### config.mk
export PLATFORM = sky130hd
export DESIGN_NAME = bouncing_eye_scanner_top
export DESIGN_NICKNAME = d
export VERILOG_FILES = /design/src/hdl/bes_pkg.sv /design/src/hdl/bes_front.sv /design/src/hdl/bes_desc_fifo.sv /design/src/hdl/bes_back.sv /design/src/hdl/bouncing_eye_scanner_top.sv
export VERILOG_INCLUDE_DIRS = /design/src /design/src/hdl
export SDC_FILE = /design/constraint.sdc
export NUM_CORES = 1
export LEC_CHECK = 0
export BUFFER_PORTS_ARGS = -buffer_cell sky130_fd_sc_hd__buf_2
export CORE_MARGIN = 3
export CORE_UTILIZATION = 55
export CTS_BUF_LIST = sky130_fd_sc_hd__clkbuf_8 sky130_fd_sc_hd__clkbuf_16
export DETAILED_ROUTE_END_ITERATION = 16
export GPL_TIMING_DRIVEN = 0
export PLACE_DENSITY = 0.8
export SLEW_MARGIN = 5
export SYNTH_ARGS = -nofsm -noshare
export SYNTH_HDL_FRONTEND = slang
export SYNTH_HIERARCHICAL = 1
export SYNTH_SLANG_ARGS = --single-unit
### constraint.sdc
create_clock -name i_clk -period 6.1 [get_ports i_clk]
set_clock_uncertainty 0.15 [all_clocks]
set_input_delay 0.915 -clock i_clk [delete_from_list [all_inputs] [get_ports i_clk]]
set_output_delay 0.915 -clock i_clk [all_outputs]
set_load 0.02 [all_outputs]
### src/hdl/bouncing_eye_scanner_top_assert.svh
// Assertion macros for the bouncing eye scanner top level.
`ifndef BOUNCING_EYE_SCANNER_TOP_ASSERT_SVH
`define BOUNCING_EYE_SCANNER_TOP_ASSERT_SVH
`ifndef ASSERT_OFF
// Same-cycle implication, checked outside of reset.
`define BES_ASSERT_IMPL(lbl, clk, rstn, ante, cons) \
    lbl: assert property (@(posedge clk) disable iff (!rstn) (ante) |-> (cons)) \
        else $error("bouncing eye scanner: implication check failed");
// Next-cycle implication, checked outside of reset.
`define BES_ASSERT_NEXT(lbl, clk, rstn, ante, cons) \
    lbl: assert property (@(posedge clk) disable iff (!rstn) (ante) |=> (cons)) \
        else $error("bouncing eye scanner: next-cycle check failed");
`else
`define BES_ASSERT_IMPL(lbl, clk, rstn, ante, cons)
`define BES_ASSERT_NEXT(lbl, clk, rstn, ante, cons)
`endif
`endif

### src/hdl/bes_pkg.sv
// Shared types and constants for the bouncing eye scanner.
package bes_pkg;

    // Field widths.
    localparam int unsigned IdxW   = 6;
    localparam int unsigned ColorW = 8;
    localparam int unsigned WaitW  = 9;
    localparam int unsigned CfgIdxW = 3;

    // Configuration register indexes.
    localparam logic [CfgIdxW-1:0] RegHue        = 3'd0;
    localparam logic [CfgIdxW-1:0] RegSaturation = 3'd1;
    localparam logic [CfgIdxW-1:0] RegBrightness = 3'd2;
    localparam logic [CfgIdxW-1:0] RegEyeSize    = 3'd3;
    localparam logic [CfgIdxW-1:0] RegStepDelay  = 3'd4;
    localparam logic [CfgIdxW-1:0] RegTurnDelay  = 3'd5;

    // Reciprocal of five for 8-bit values: floor(x / 5) == (x * 205) >> 10.
    localparam logic [7:0] RecipFive = 8'd205;
    localparam int unsigned RecipShift = 10;

    // Configuration write as seen by the front end.
    typedef struct packed {
        logic                wr;
        logic [CfgIdxW-1:0]  index;
        logic [ColorW-1:0]   data;
    } t_cfg_wr;

    // One frame to be drawn by the back end.
    typedef struct packed {
        logic [IdxW-1:0]   first;    // left dim pixel
        logic [IdxW-1:0]   last;     // right dim pixel
        logic [ColorW-1:0] hue;
        logic [ColorW-1:0] sat;
        logic [ColorW-1:0] bright;
        logic [ColorW-1:0] dim;
    } t_frame_desc;

    // Frame queue status.
    typedef struct packed {
        logic full;
        logic empty;
    } t_q_status;

endpackage

### src/hdl/bes_front.sv
// Front end: holds configuration, counts ticks and schedules frames.
module bes_front
    import bes_pkg::*;
#(
    parameter int unsigned LED_COUNT = 32
) (
    input  logic                i_clk,
    input  logic                i_rst_n,
    input  t_cfg_wr             i_cfg,
    input  logic                i_take,
    input  logic                i_tick,
    output logic                o_push_desc,
    output t_frame_desc         o_desc
);

    localparam logic [IdxW-1:0] MaxSize  = IdxW'(LED_COUNT - 3);
    localparam logic [IdxW:0]   LedCount = (IdxW+1)'(LED_COUNT);

    logic [ColorW-1:0] r_hue, r_sat, r_bright, r_step, r_turn;
    logic [IdxW-1:0]   r_eye_size;
    logic [IdxW-1:0]   r_pos;
    logic              r_left;
    logic              r_first;
    logic [WaitW-1:0]  r_wait;

    logic              w_fire;
    logic [IdxW-1:0]   w_size, w_top, w_raw, w_pos, n_pos;
    logic              w_left, w_last;
    logic [WaitW-1:0]  w_sum, n_wait;
    logic [15:0]       w_prod;

    // A frame is due on a real tick once the wait count has run out.
    assign w_fire = i_take && i_tick && (r_wait == '0);

    // Eye geometry and position for this frame.
    always_comb begin
        w_size = (r_eye_size > MaxSize) ? MaxSize : r_eye_size;
        w_top  = IdxW'(LedCount - {1'b0, w_size} - (IdxW+1)'(2));
        w_left = r_first ? 1'b1 : r_left;
        w_raw  = r_first ? w_top : r_pos;
        if (w_left) begin
            w_pos  = (w_raw > w_top) ? w_top : w_raw;
            if (w_pos == '0) begin
                w_pos = IdxW'(1);
            end
            w_last = (w_pos == IdxW'(1));
            n_pos  = w_last ? '0 : w_pos - IdxW'(1);
        end else begin
            w_pos  = (w_raw > w_top - IdxW'(1)) ? w_top - IdxW'(1) : w_raw;
            w_last = (w_pos == w_top - IdxW'(1));
            n_pos  = w_last ? w_top : w_pos + IdxW'(1);
        end
    end

    // Wait count until the next frame.
    always_comb begin
        w_sum  = {1'b0, r_step} + (w_last ? {1'b0, r_turn} : '0);
        n_wait = (w_sum == '0) ? '0 : w_sum - WaitW'(1);
    end

    // Edge brightness is one fifth of the core, by reciprocal multiply.
    assign w_prod = {8'd0, r_bright} * {8'd0, RecipFive};

    // Frame descriptor handed to the queue.
    always_comb begin
        o_push_desc   = w_fire;
        o_desc.first  = w_pos;
        o_desc.last   = w_pos + w_size + IdxW'(1);
        o_desc.hue    = r_hue;
        o_desc.sat    = r_sat;
        o_desc.bright = r_bright;
        o_desc.dim    = ColorW'(w_prod >> RecipShift);
    end

    // Configuration registers.
    always_ff @(posedge i_clk) begin
        if (!i_rst_n) begin
            r_hue      <= 8'd0;
            r_sat      <= 8'd255;
            r_bright   <= 8'd255;
            r_eye_size <= 6'd3;
            r_step     <= 8'd50;
            r_turn     <= 8'd50;
        end else if (i_cfg.wr) begin
            case (i_cfg.index)
                RegHue:        r_hue      <= i_cfg.data;
                RegSaturation: r_sat      <= i_cfg.data;
                RegBrightness: r_bright   <= i_cfg.data;
                RegEyeSize:    r_eye_size <= i_cfg.data[IdxW-1:0];
                RegStepDelay:  r_step     <= i_cfg.data;
                RegTurnDelay:  r_turn     <= i_cfg.data;
                default: ;
            endcase
        end
    end

    // Sweep state and tick counting.
    always_ff @(posedge i_clk) begin
        if (!i_rst_n) begin
            r_pos   <= '0;
            r_left  <= 1'b1;
            r_first <= 1'b1;
            r_wait  <= '0;
        end else if (i_take && i_tick) begin
            if (r_wait != '0) begin
                r_wait <= r_wait - WaitW'(1);
            end else begin
                r_first <= 1'b0;
                r_left  <= w_left ^ w_last;
                r_pos   <= n_pos;
                r_wait  <= n_wait;
            end
        end
    end

endmodule

### src/hdl/bes_desc_fifo.sv
// Two-entry queue of frame descriptors between front and back end.
module bes_desc_fifo
    import bes_pkg::*;
(
    input  logic         i_clk,
    input  logic         i_rst_n,
    input  logic         i_wr,
    input  t_frame_desc  i_wr_data,
    input  logic         i_rd,
    output t_frame_desc  o_rd_data,
    output t_q_status    o_status
);

    t_frame_desc r_mem [2];
    logic        r_wr_ptr, r_rd_ptr;
    logic [1:0]  r_count;
    logic        w_wr, w_rd;

    assign o_status.full  = (r_count == 2'd2);
    assign o_status.empty = (r_count == 2'd0);
    assign w_wr = i_wr && !o_status.full;
    assign w_rd = i_rd && !o_status.empty;
    assign o_rd_data = r_mem[r_rd_ptr];

    // Storage.
    always_ff @(posedge i_clk) begin
        if (w_wr) begin
            r_mem[r_wr_ptr] <= i_wr_data;
        end
    end

    // Pointers and fill count.
    always_ff @(posedge i_clk) begin
        if (!i_rst_n) begin
            r_wr_ptr <= 1'b0;
            r_rd_ptr <= 1'b0;
            r_count  <= 2'd0;
        end else begin
            if (w_wr) begin
                r_wr_ptr <= ~r_wr_ptr;
            end
            if (w_rd) begin
                r_rd_ptr <= ~r_rd_ptr;
            end
            r_count <= r_count + {1'b0, w_wr} - {1'b0, w_rd};
        end
    end

endmodule

### src/hdl/bes_back.sv
// Back end: expands one frame descriptor into pixels, one per cycle unless the output stalls.
module bes_back
    import bes_pkg::*;
#(
    parameter int unsigned LED_COUNT = 32
) (
    input  logic               i_clk,
    input  logic               i_rst_n,
    input  t_frame_desc        i_desc,
    input  t_q_status          i_q,
    output logic               o_q_rd,
    input  logic               i_pop,
    output logic               o_valid,
    output logic [IdxW-1:0]    o_index,
    output logic [ColorW-1:0]  o_hue,
    output logic [ColorW-1:0]  o_sat,
    output logic [ColorW-1:0]  o_bright,
    output logic               o_frame_end
);

    localparam logic [IdxW-1:0] LastIdx = IdxW'(LED_COUNT - 1);

    t_frame_desc r_desc;
    logic        r_busy;
    logic [IdxW-1:0] r_idx;
    logic        r_out_valid;
    logic [IdxW-1:0] r_out_idx;
    logic [ColorW-1:0] r_out_hue, r_out_sat, r_out_bright;
    logic        r_out_end;

    logic        w_adv, w_done, w_edge, w_core;

    // The output register moves when it is empty or being taken.
    assign w_adv  = !r_out_valid || i_pop;
    assign w_done = r_busy && w_adv && (r_idx == LastIdx);
    assign o_q_rd = (!r_busy || w_done) && !i_q.empty;

    // Classify the current pixel against the eye.
    assign w_edge = (r_idx == r_desc.first) || (r_idx == r_desc.last);
    assign w_core = (r_idx > r_desc.first) && (r_idx < r_desc.last);

    // Frame sequencer.
    always_ff @(posedge i_clk) begin
        if (!i_rst_n) begin
            r_busy <= 1'b0;
            r_idx  <= '0;
        end else if (o_q_rd) begin
            r_busy <= 1'b1;
            r_idx  <= '0;
        end else if (w_done) begin
            r_busy <= 1'b0;
        end else if (r_busy && w_adv) begin
            r_idx <= r_idx + IdxW'(1);
        end
    end

    // Current descriptor.
    always_ff @(posedge i_clk) begin
        if (o_q_rd) begin
            r_desc <= i_desc;
        end
    end

    // Output register valid.
    always_ff @(posedge i_clk) begin
        if (!i_rst_n) begin
            r_out_valid <= 1'b0;
        end else if (w_adv) begin
            r_out_valid <= r_busy;
        end
    end

    // Output pixel payload.
    always_ff @(posedge i_clk) begin
        if (w_adv && r_busy) begin
            r_out_idx <= r_idx;
            r_out_end <= (r_idx == LastIdx);
            if (w_edge) begin
                r_out_hue    <= r_desc.hue;
                r_out_sat    <= r_desc.sat;
                r_out_bright <= r_desc.dim;
            end else if (w_core) begin
                r_out_hue    <= r_desc.hue;
                r_out_sat    <= r_desc.sat;
                r_out_bright <= r_desc.bright;
            end else begin
                r_out_hue    <= '0;
                r_out_sat    <= '0;
                r_out_bright <= '0;
            end
        end
    end

    assign o_valid     = r_out_valid;
    assign o_index     = r_out_idx;
    assign o_hue       = r_out_hue;
    assign o_sat       = r_out_sat;
    assign o_bright    = r_out_bright;
    assign o_frame_end = r_out_end;

endmodule

### src/hdl/bouncing_eye_scanner_top.sv
// Bouncing eye scanner: a frame tick yields LED_COUNT pixels, one per cycle while pop is held.
// A frame is queued, loaded by the back end's sequencer, then sent from its output register.
// Throughput: one tick per cycle while the two-entry frame queue has room; each frame then
// steps the back end's pixel counter through LED_COUNT pixels, which sets the sustained rate.
// Reset is synchronous, active low, and gives the power-on register values with no clearing pass.
`include "bouncing_eye_scanner_top_assert.svh"
module bouncing_eye_scanner_top
    import bes_pkg::*;
#(
    parameter int unsigned LED_COUNT = 32
) (
    input  logic                i_clk,
    input  logic                i_rst_n,
    input  logic                push,
    output logic                full,
    input  logic                i_tick,
    output logic                empty,
    input  logic                pop,
    output logic [IdxW-1:0]     o_pixel_index,
    output logic [ColorW-1:0]   o_pixel_hue,
    output logic [ColorW-1:0]   o_pixel_saturation,
    output logic [ColorW-1:0]   o_pixel_brightness,
    output logic                o_frame_end,
    input  logic                i_cfg_valid,
    output logic                o_cfg_ready,
    input  logic [CfgIdxW-1:0]  i_cfg_index,
    input  logic [ColorW-1:0]   i_cfg_data
);

    t_cfg_wr     w_cfg;
    t_frame_desc w_desc_in, w_desc_out;
    t_q_status   w_q;
    logic        w_take, w_push_desc, w_q_rd, w_valid;

    // Configuration writes are always taken.
    assign o_cfg_ready = 1'b1;
    assign w_cfg.wr    = i_cfg_valid;
    assign w_cfg.index = i_cfg_index;
    assign w_cfg.data  = i_cfg_data;

    // A tick transfer needs room for a frame in the queue.
    assign full   = w_q.full;
    assign w_take = push && !full;
    assign empty  = !w_valid;

    bes_front #(.LED_COUNT(LED_COUNT)) u_front (
        .i_clk       (i_clk),
        .i_rst_n     (i_rst_n),
        .i_cfg       (w_cfg),
        .i_take      (w_take),
        .i_tick      (i_tick),
        .o_push_desc (w_push_desc),
        .o_desc      (w_desc_in)
    );

    bes_desc_fifo u_fifo (
        .i_clk     (i_clk),
        .i_rst_n   (i_rst_n),
        .i_wr      (w_push_desc),
        .i_wr_data (w_desc_in),
        .i_rd      (w_q_rd),
        .o_rd_data (w_desc_out),
        .o_status  (w_q)
    );

    bes_back #(.LED_COUNT(LED_COUNT)) u_back (
        .i_clk       (i_clk),
        .i_rst_n     (i_rst_n),
        .i_desc      (w_desc_out),
        .i_q         (w_q),
        .o_q_rd      (w_q_rd),
        .i_pop       (pop),
        .o_valid     (w_valid),
        .o_index     (o_pixel_index),
        .o_hue       (o_pixel_hue),
        .o_sat       (o_pixel_saturation),
        .o_bright    (o_pixel_brightness),
        .o_frame_end (o_frame_end)
    );

    // The front end never schedules a frame into a full queue.
    `BES_ASSERT_IMPL(a_no_overflow, i_clk, i_rst_n, w_push_desc, !w_q.full)
    // The frame end marker sits on the last pixel only.
    `BES_ASSERT_IMPL(a_frame_end_last, i_clk, i_rst_n, !empty && o_frame_end,
                     o_pixel_index == IdxW'(LED_COUNT - 1))
    // Pixels within a frame come out in index order.
    `BES_ASSERT_NEXT(a_index_order, i_clk, i_rst_n, !empty && pop && !o_frame_end,
                     empty || (o_pixel_index == $past(o_pixel_index) + IdxW'(1)))

endmodule

# Word level (Yosys, flattened, before mapping)
# Memory sizes are Yosys's and may differ from the RTL's. A register that Yosys moved wholly into a read port is not among the register bits.
# Cells that the tools add are included.
dict set report op_classes {
  addsub 13
  bitwise_logic 6
  reduce_logical 32
  multipliers 1
  mux 25
  eq_ne 11
  n_lt_le_gt_ge 5
}
# cell count
set op_table {}
lappend op_table {{$mux 6} 10}
lappend op_table {{$mux 8} 7}
lappend op_table {{$add 6x1->6 const B} 3}
lappend op_table {{$eq 6x6->1} 3}
lappend op_table {{$gt 6x6->1} 3}
lappend op_table {{$logic_not 9->1} 2}
lappend op_table {{$mux 9} 2}
lappend op_table {{$sub 9x1->9 const B} 2}
lappend op_table {{$mul 8x8->16 const B} 1}
lappend op_table {{$reduce_and 2->1} 8}
lappend op_table {{$sub 6x1->6 const B} 2}
lappend op_table {{$add 8x9->9} 1}
lappend op_table {{$logic_and 1x1->1} 9}
lappend op_table {{$reduce_bool 9->1} 1}
lappend op_table {{$add 6x6->6} 1}
lappend op_table {{$eq 3x2->1 const B} 2}
lappend op_table {{$eq 3x3->1 const B} 2}
lappend op_table {{$eq 6x1->1 const B} 1}
lappend op_table {{$eq 6x5->1 const B} 1}
lappend op_table {{$gt 6x5->1 const B} 1}
lappend op_table {{$logic_not 6->1} 1}
lappend op_table {{$lt 6x6->1} 1}
lappend op_table {{$mux 1} 6}
lappend op_table {{$sub 6x2->6 const B} 1}
lappend op_table {{other kinds (13)} 22}
dict set report word_totals {
  word_cells 116
  input_bits 17
  n_memories 1
  mem_bits_rw 84
  output_inout_bits 34
  ff_bits 114
}
# memory words word_bits rd rd_ports_with_merged_regs write_ports line
set mem_list {}
lappend mem_list {u_fifo.r_mem 2 42 1 1 1 bes_desc_fifo.sv:14} ;# t_frame_desc r_mem [2];

# Logic depth before layout (Yosys ltp)
# Gate-level depths: netlist of the first run.
dict set report logic_depth {
  ltp_word 17
  mapped_depth 30
  mapped_depth_nobuf 28
}

# Cells and area by module
# Netlist of the first run, hierarchy kept.
# module area_per_inst_um2 seq_area_each_um2 cells_per_inst n_inst
set by_module_without_submodules {}
lappend by_module_without_submodules {bes_front 5720.5 1261.2 722 1}
lappend by_module_without_submodules {bes_desc_fifo 3613.5 2742.6 164 1}
lappend by_module_without_submodules {bes_back 3200.6 2412.3 200 1}
lappend by_module_without_submodules {bouncing_eye_scanner_top 28.8 0.0 4 1}

# Least setup slack after synthesis of the first run
# OpenSTA, ideal clock, no wires.
dict set report synth_timing {
  kind {flip-flop to flip-flop}
  start {reg u_front.r_eye_size[2]}
  end {reg u_front.r_wait[5]}
  arrival_ps 6234
  period_less_slack_ps 6503
  stages_incl_launch_ff 30
  setup_ps 119
  required_time_ps 5831
  n_path_buf 2
  slack_ps -403
  path_cell_list {dfxtp_1 > buf_4 > a21bo_2 > o211a_1 > or2_1 > clkbuf_1 > inv_1 > ha_1 > a21oi_1 > a21oi_1 > o31ai_1 > a31o_2 > nand2_4 > mux2_4 > a21o_1 > ha_1 > a21oi_2 > nor2_1 > and2_1 > ha_1 > fa_1 > a21o_1 > a21oi_1 > o21bai_1 > a21oi_1 > xnor2_1 > or4_1 > o31ai_2 > nor2_1 > o221a_2}
}
dict set report synth_between {
  elab_chain_len 17
  elab_cells_between_ends 22
  classes_between {add/sub: 5; order compare: 3; eq/ne: 2; mux: 10; reduce/logical: 2}
}
# element line
set synth_rtl {}
lappend synth_rtl {{from (decl)} bes_front.sv:20} ;# logic [IdxW-1:0] r_eye_size;
lappend synth_rtl {{from (signal assigned)} bes_front.sv:89} ;# RegEyeSize: r_eye_size <= i_cfg.data[IdxW-1:0];
lappend synth_rtl {{$gt 6x5->1} bes_front.sv:37} ;# w_size = (r_eye_size > MaxSize) ? MaxSize : r_eye_size;
lappend synth_rtl {{$mux 6 *} bes_front.sv:37}
lappend synth_rtl {{$sub 6x6->6 *} bes_front.sv:38} ;# w_top = IdxW'(LedCount - {1'b0, w_size} - (IdxW+1)'(2));
lappend synth_rtl {{$sub 6x2->6 *} bes_front.sv:38}
lappend synth_rtl {{branches (longest 7 deep; another with $sub 6x1->6)} --}
lappend synth_rtl {{$mux 1 *} bes_front.sv:41} ;# if (w_left) begin
lappend synth_rtl {{$mux 8 *} bes_front.sv:57} ;# w_sum = {1'b0, r_step} + (w_last ? {1'b0, r_turn} : '0);
lappend synth_rtl {{$add 8x9->9 *} bes_front.sv:57}
lappend synth_rtl {{$sub 9x1->9 or $logic_not 9->1 (tied branches)} bes_front.sv:58} ;# n_wait = (w_sum == '0) ? '0 : w_sum - WaitW'(1);
lappend synth_rtl {{$mux 9 *} bes_front.sv:58}
lappend synth_rtl {{$mux 9 *} bes_front.sv:105} ;# if (r_wait != '0) begin
lappend synth_rtl {{to (signal assigned)} bes_front.sv:106} ;# r_wait <= r_wait - WaitW'(1);
lappend synth_rtl {{to (signal assigned)} bes_front.sv:111} ;# r_wait <= n_wait;
lappend synth_rtl {{to (decl)} bes_front.sv:24} ;# logic [WaitW-1:0] r_wait;
# Every way passes the cells marked *. The select of a mux whose other input is x is not followed.
# A chain may end at the register's enable or synchronous reset.

# Final worst setup path of the first run
dict set report layout_timing {
  start {reg u_front.r_eye_size[2]}
  end {reg u_front.r_wait[6]}
}
# Same word-level chain as after synthesis.

==> results.cfg, run 1 <==
[yosys]
ys_top_cells_by_area = edfxtp_1 39%, dfxtp_1 12%, ha_1 8.1%
synth.cell_area_um2 = 12600
yosysTopAreaCell = edfxtp_1
synth.avg_cell_area_um2 = 11.5
synth_cells = 1090
yosys_warnings = 6
yosysTopAreaCellShare_pct = 39.0
ys_types = 98
synthArstFlopShare_pct = 0
synth_seq_cells = 239
synth_edf_count = 163
synth_ff_type = edfxtp_1
synth_seq_area_share_pct = 51.1

[final_layout]
area_growth_pct = 17.0
final_layout_size_suffix_gt1_share_pct = 24.4
final_cells = 1508
fin_nets = 1317

[die]
fp.dieW_um = 157
fp-row-count = 54
core-area_um2 = 22200
initial_core_util_pct = 56.7
boundaryPins = 51
dieArea_um2 = 24700
die_h_um = 157

[sta]
post-route-min-period_ns = 6.22
tightest_slew_ns = 1.29
fin_crit_sh_pct = 102
setup_viol = 8
drv_slew = 0
rsz0062_at_grt = yes
hold_viol_final = 0
fin_ws_ns = -0.116
slew_headroom_pct = 13.8
fmax_mhz = 161

[global_route]
grt_usage_pct = 21.5
grt_max_degree = 42
grt_pass1_wl_mm = 43.0
grt_pass1_vias = 8561
antenna_found_initial = 3
overflow = 0

[drt]
routedWlPerCell_um = 17.8
dr.pass1.iters = 5
vias = 8626
drt-initial-drc-count = 670
wirelength_mm = 26.9
drc_errors = 0
vias_per_cell = 5.72
ant_nets = 0

[critical_path]
r2r-start = u_front/r_eye_size[2]
worst_ep_required_time_ns = 6.36
critPathMaxFanout = 5
cpMaxStageDelayCell = or4_4
criticalPathCategory = register to register
reg2regPathDepth = 29
worst_ep_arrival_time_ns = 6.47
critPathTopFamily = compound AO/OA/AOI/OAI gates
r2r-end = u_front/r_wait[6]
cp_num_buf_inv = 4
r2r_slack_ns = -0.12
startpoint_type = register
slowest_delay_ns = 0.52
end_kind = register

[placement]
dpl_worst_slack_ns = -0.867
dp.cells = 1423
place.gp.congestion = 0.923
portBuffers = 49
hpwl_mm = 18.7

[run]
maxCapViolCount = 0

[worst_hold_path]
hold_class = register to register
whs_path_depth = 0
min_from = u_front/r_sat[2]
min_to = u_fifo/r_mem[1][18]

[cts]
clkTransAtPathRegs_ns = 0.06
cts_tree = built
htree_levels = 1
clockBufferDepth = 3
cts.sinks = 239
cts_root_buf = clkbuf_16
numCtsBuffers = 25
clk_latency_ns = 0.52

[power]
p_leak_nw = 5.93
powerDensity_nw_per_um2 = 337
vdd_drop_max_uv = 198
finalPower_mw = 4.95

[outcome]
run_status = finished with violations
violations = setup timing
-- kinds of logic after synthesis --
logic type | synth area share [%]
adders and majority gates | 9.98
and+or+nand+nor | 13.6
AOI/OAI and AO/OA | 11.6
DFF | 51.1
xor gates and xnor gates | 2.65
other | 0.0896
buffers and inverters | 4.70
muxes | 6.36
-- metrics by stage --
stage	hold slack [ns]	utilization, %	cell area (um2)	TNS, ns
final	0.311	66.4	14700	-0.476
after global placement	0.287	59.7	13200	-6.94
after floorplan	0.275	-	12600	0
after global routing	0.330	66.4	14700	-2.02
after detailed placement	0.300	60.0	13300	-7.04
after CTS	0.304	65.2	14400	-0.00273
-- where the power goes --
| group | internal (mW) | switching [mW] | total [mW] |
|---|---|---|---|
| combinational | 0.552 | 0.785 | 1.34 |
| clock | 0.890 | 0.631 | 1.52 |
| sequential | 2.01 | 0.0778 | 2.09 |
-- Yosys cell counts, drive strengths merged, types with 5 or more instances --
library cell and n:
a211oi 8, a21boi 26, a21o 14, a21oi 34
a31o 6, a31oi 7, and2 20, and3 6
buf 18, clkbuf 18, dfxtp 76, edfxtp 163
fa 12, ha 81, inv 85, mux2 45
mux2i 10, nand2 148, nand2b 7, nand3 42
nand4 8, nor2 45, nor2b 23, nor3 14
nor4 7, o211ai 9, o21a 5, o21ai 28
o21bai 5, o221ai 5, o31ai 12, or2 14
xnor2 28, xor2 10
-- cell usage in the layout, fill, tap and decap left out, types with 9 or more instances in the layout --
master,n
clkbuf_1,15
inv_1,81
clkbuf_16,25
nor2b_1,17
and2_1,17
a21oi_1,23
mux2_4,41
fa_1,11
a21boi_0,25
nand3_1,40
buf_6,11
o21ai_0,17
buf_2,50
xnor2_1,24
nand2_1,145
nor2_1,39
buf_4,40
nor3_1,12
xor2_1,10
dfxtp_1,71
ha_1,76
a21o_1,13
a21oi_2,9
edfxtp_1,163
-- sequential cells by signal, summed over array words and instances (netlist names), 2 cells and up, named ones only --
| register | count |
|---|---|
| u_back/o_hue | 8 |
| u_front/r_wait | 9 |
| u_fifo/r_mem | 88 |
| u_front/r_step | 8 |
| u_back/r_desc | 44 |
| u_front/r_eye_size | 6 |
| u_back/o_sat | 8 |
| u_front/r_hue | 8 |
| u_front/r_pos | 6 |
| u_front/r_turn | 8 |
| u_back/o_index | 6 |
| u_front/r_sat | 8 |
| u_back/o_bright | 8 |
| u_fifo/r_count | 2 |
| u_front/r_bright | 8 |
| u_back/r_idx | 6 |
-- cell type report --
| class | instances | area [um2] |
|---|---|---|
| Tap cell | 280 | 350 |
| Clock inverter | 21 | 213 |
| Antenna cell | 2 | 5.00 |
| Sequential cell | 239 | 6420 |
| Timing Repair Buffer | 91 | 617 |
| Buffer | 34 | 273 |
| Inverter | 88 | 339 |
| Fill cell | 1625 | 7460 |
| Multi-Input combinational cell | 728 | 5860 |
| Clock buffer | 25 | 626 |
-- per-layer routing --
metal / track usage, % / wire length, um / vias up
met2: 37.7 / 13300 / 263
met5: 0 / 13 / -
li1: - / - / 4158
met3: 3.63 / 1460 / 65
met4: 6.24 / 745 / 2
met1: 27.4 / 11400 / 4138
-- how the worst max path moves through the flow --
stage                                startpoint           endpoint  depth (start not counted)
after floorplan           u_front/r_eye_size[2]  u_front/r_wait[5]                         29
after global placement          u_front/r_first  u_front/r_wait[5]                         29
after detailed placement        u_front/r_first  u_front/r_wait[5]                         29
after CTS                 u_front/r_eye_size[2]  u_front/r_wait[5]                         29
after global routing      u_front/r_eye_size[2]  u_front/r_wait[6]                         31
final                     u_front/r_eye_size[2]  u_front/r_wait[6]                         29
-- timing repair --
item	4_1_cts	5_1_grt
hold buffers	0	0
buffers inserted	23	16
pin swaps	24	31
setup endpoints to repair	9	9
endpoints found under the hold margin	0	0
gates resized for setup	32	32
cloned	0	0
Note: power is estimated with default switching activity, not from simulation.
==> run 2: changes to the inputs <==
CORE_UTILIZATION = 37   (was 55)
PLACE_DENSITY = 0.59   (was 0.8)
==> results.cfg, run 2 (synthesis results as in run 1) <==
[outcome]
run_status = finished with violations
violations = setup timing

[power]
powerDensity_nw_per_um2 = 341
p_leak_nw = 6.02
finalPower_mw = 5.14
vdd_drop_max_uv = 233

[sta]
drv_slew = 0
hold_ws_ns = 0.305
setup_tns_ns = -0.0359
fin_crit_sh_pct = 100
post-route-min-period_ns = 6.13
slew_headroom_pct = 34.8
rsz0062_at_grt = yes
hold_viol_final = 0
fmax_mhz = 163
tightest_slew_ns = 0.974
setup_viol = 2
fin_ws_ns = -0.0291

[final_layout]
final.fill_count = 3020
multiInputGateArea_um2 = 5900
final_layout_size_suffix_gt1_share_pct = 24.9
final_cells = 1674
regMostFlops = u_fifo/r_mem
largest_reg_flops = 88
final_common_cell = edfxtp_1
seq_area_um2 = 6430
fin_nets = 1319
largestRegisters = u_fifo/r_mem: 88 flops, u_back/r_desc: 44 flops, u_front/r_wait: 9 flops
area_growth_pct = 20.1
final_cell_mix = 163 x edfxtp_1, 145 x nand2_1, 86 x inv_1

[critical_path]
worst_ep_required_time_ns = 6.38
r2r-start = u_front/r_eye_size[2]
cp.depth = 31
critPathTopFamily = compound AO/OA/AOI/OAI gates
criticalPathCategory = register to register
r2r-end = u_front/r_wait[4]
cp-endpoint = u_front/r_wait[4]
reg2regPathDepth = 31
r2r_slack_ns = -0.03
end_kind = register
crit_start = u_front/r_eye_size[2]
cp_num_buf_inv = 5
worst_ep_arrival_time_ns = 6.41
cpMaxStageDelayCell = or4_4
startpoint_type = register
slowest_delay_ns = 0.48
critPathMaxFanout = 5

[placement]
place.gp.congestion = 0.889
hpwl_mm = 19.1
dp.cells = 1585
portBuffers = 49

[drt]
drc_errors = 0
dr.pass1.iters = 5
wirelength_mm = 26.5
vias = 8355
vias_per_cell = 4.99
routedWlPerCell_um = 15.8
drt-initial-drc-count = 403
ant_nets = 0

[worst_hold_path]
hold_class = register to register
whs_path_depth = 0

[cts]
cts.sinks = 239
cts_hold_buf = 0
cts_root_buf = clkbuf_16
htree_levels = 1
clk_latency_ns = 0.53
clockBufferDepth = 3
clkTransAtPathRegs_ns = 0.06
cts_tree = built
numCtsBuffers = 27

[global_route]
grt_max_degree = 38
antenna_found_initial = 4
grt_usage_pct = 14.5
grt_pass1_vias = 8190
overflow = 0
grt_pass1_wl_mm = 42.8

[die]
dieArea_um2 = 36200
fp.dieW_um = 190
core-area_um2 = 33000
boundaryPins = 51
fp-row-count = 66
initial_core_util_pct = 38.0
die_h_um = 190

[run]
maxCapViolCount = 0
-- run 2: changes by cell type in the layout (fill, tap and decap cells not counted), sizes merged --
cell and delta:
clkinv -9, inv +5, clkbuf +2, bufinv +4, clkinvlp +2
-- run 2: what timing repair did --
| item | CTS | global route |
|---|---|---|
| resized for setup | 35 | 38 |
| buffers inserted | 25 | 14 |
| pin swaps | 24 | 27 |
| setup endpoints to repair | 9 | 9 |
| gates cloned | 0 | 0 |
-- run 2: metal layers --
metal / track usage, % / wire length (um) / vias to the layer above
li1: - / - / 4152
met1: 19.6 / 12200 / 4015
met2: 24.7 / 12500 / 141
met3: 2.59 / 1160 / 43
met4: 3.10 / 529 / 4
met5: 0 / 26 / -
-- run 2: worst min path at each step --
stage | from | to | slack [ns]
floorplan | u_front/r_sat[0] | u_fifo/r_mem[0][16] | 0.28
global placement | u_front/r_sat[0] | u_fifo/r_mem[0][16] | 0.29
detailed placement | u_front/r_sat[2] | u_fifo/r_mem[0][18] | 0.30
CTS | u_front/r_sat[2] | u_fifo/r_mem[0][18] | 0.30
global route | u_front/r_sat[2] | u_fifo/r_mem[0][18] | 0.31
finish | u_front/r_sat[2] | u_fifo/r_mem[0][18] | 0.30
-- run 2: final cells by class --
type / instances / share of cell area (%)
flip-flops and latches: 239 / 42.6
multi-input cells: 728 / 39.1
clock buffers: 27 / 4.48
repair buffers: 91 / 4.09
well taps: 442 / 3.66
inverters: 88 / 2.29
clock inverters: 23 / 2.01
plain buffers: 34 / 1.81
diodes: 2 / 0.0332
-- run 2: metrics by stage --
step / area, um2 / util, % / setup slack [ns]
final: 15100 / 45.7 / -0.0291
after global routing: 15100 / 45.7 / -0.262
after CTS: 14800 / 44.9 / -0.0189
after detailed placement: 13500 / 40.9 / -1.12
after global placement: 13400 / 40.7 / -1.08
after floorplan: 12600 / - / 0.00492
-- run 2: worst reg2reg max path: cells and delay by family (launching register included) --
kind | cells | cell delay [ns]
adders and majority gates | 4 | 0.91
buffers and inverters | 5 | 0.55
AOI/OAI and AO/OA | 15 | 2.78
DFF | 1 | 0.33
xor gates and xnor gates | 1 | 0.12
and+or+nand+nor | 6 | 1.18
-- run 2: report_power, final --
part           internal [mW]  switching (mW)
sequential              2.01          0.0701
combinational          0.546           0.774
clock                   1.10           0.639
total                   3.66            1.48
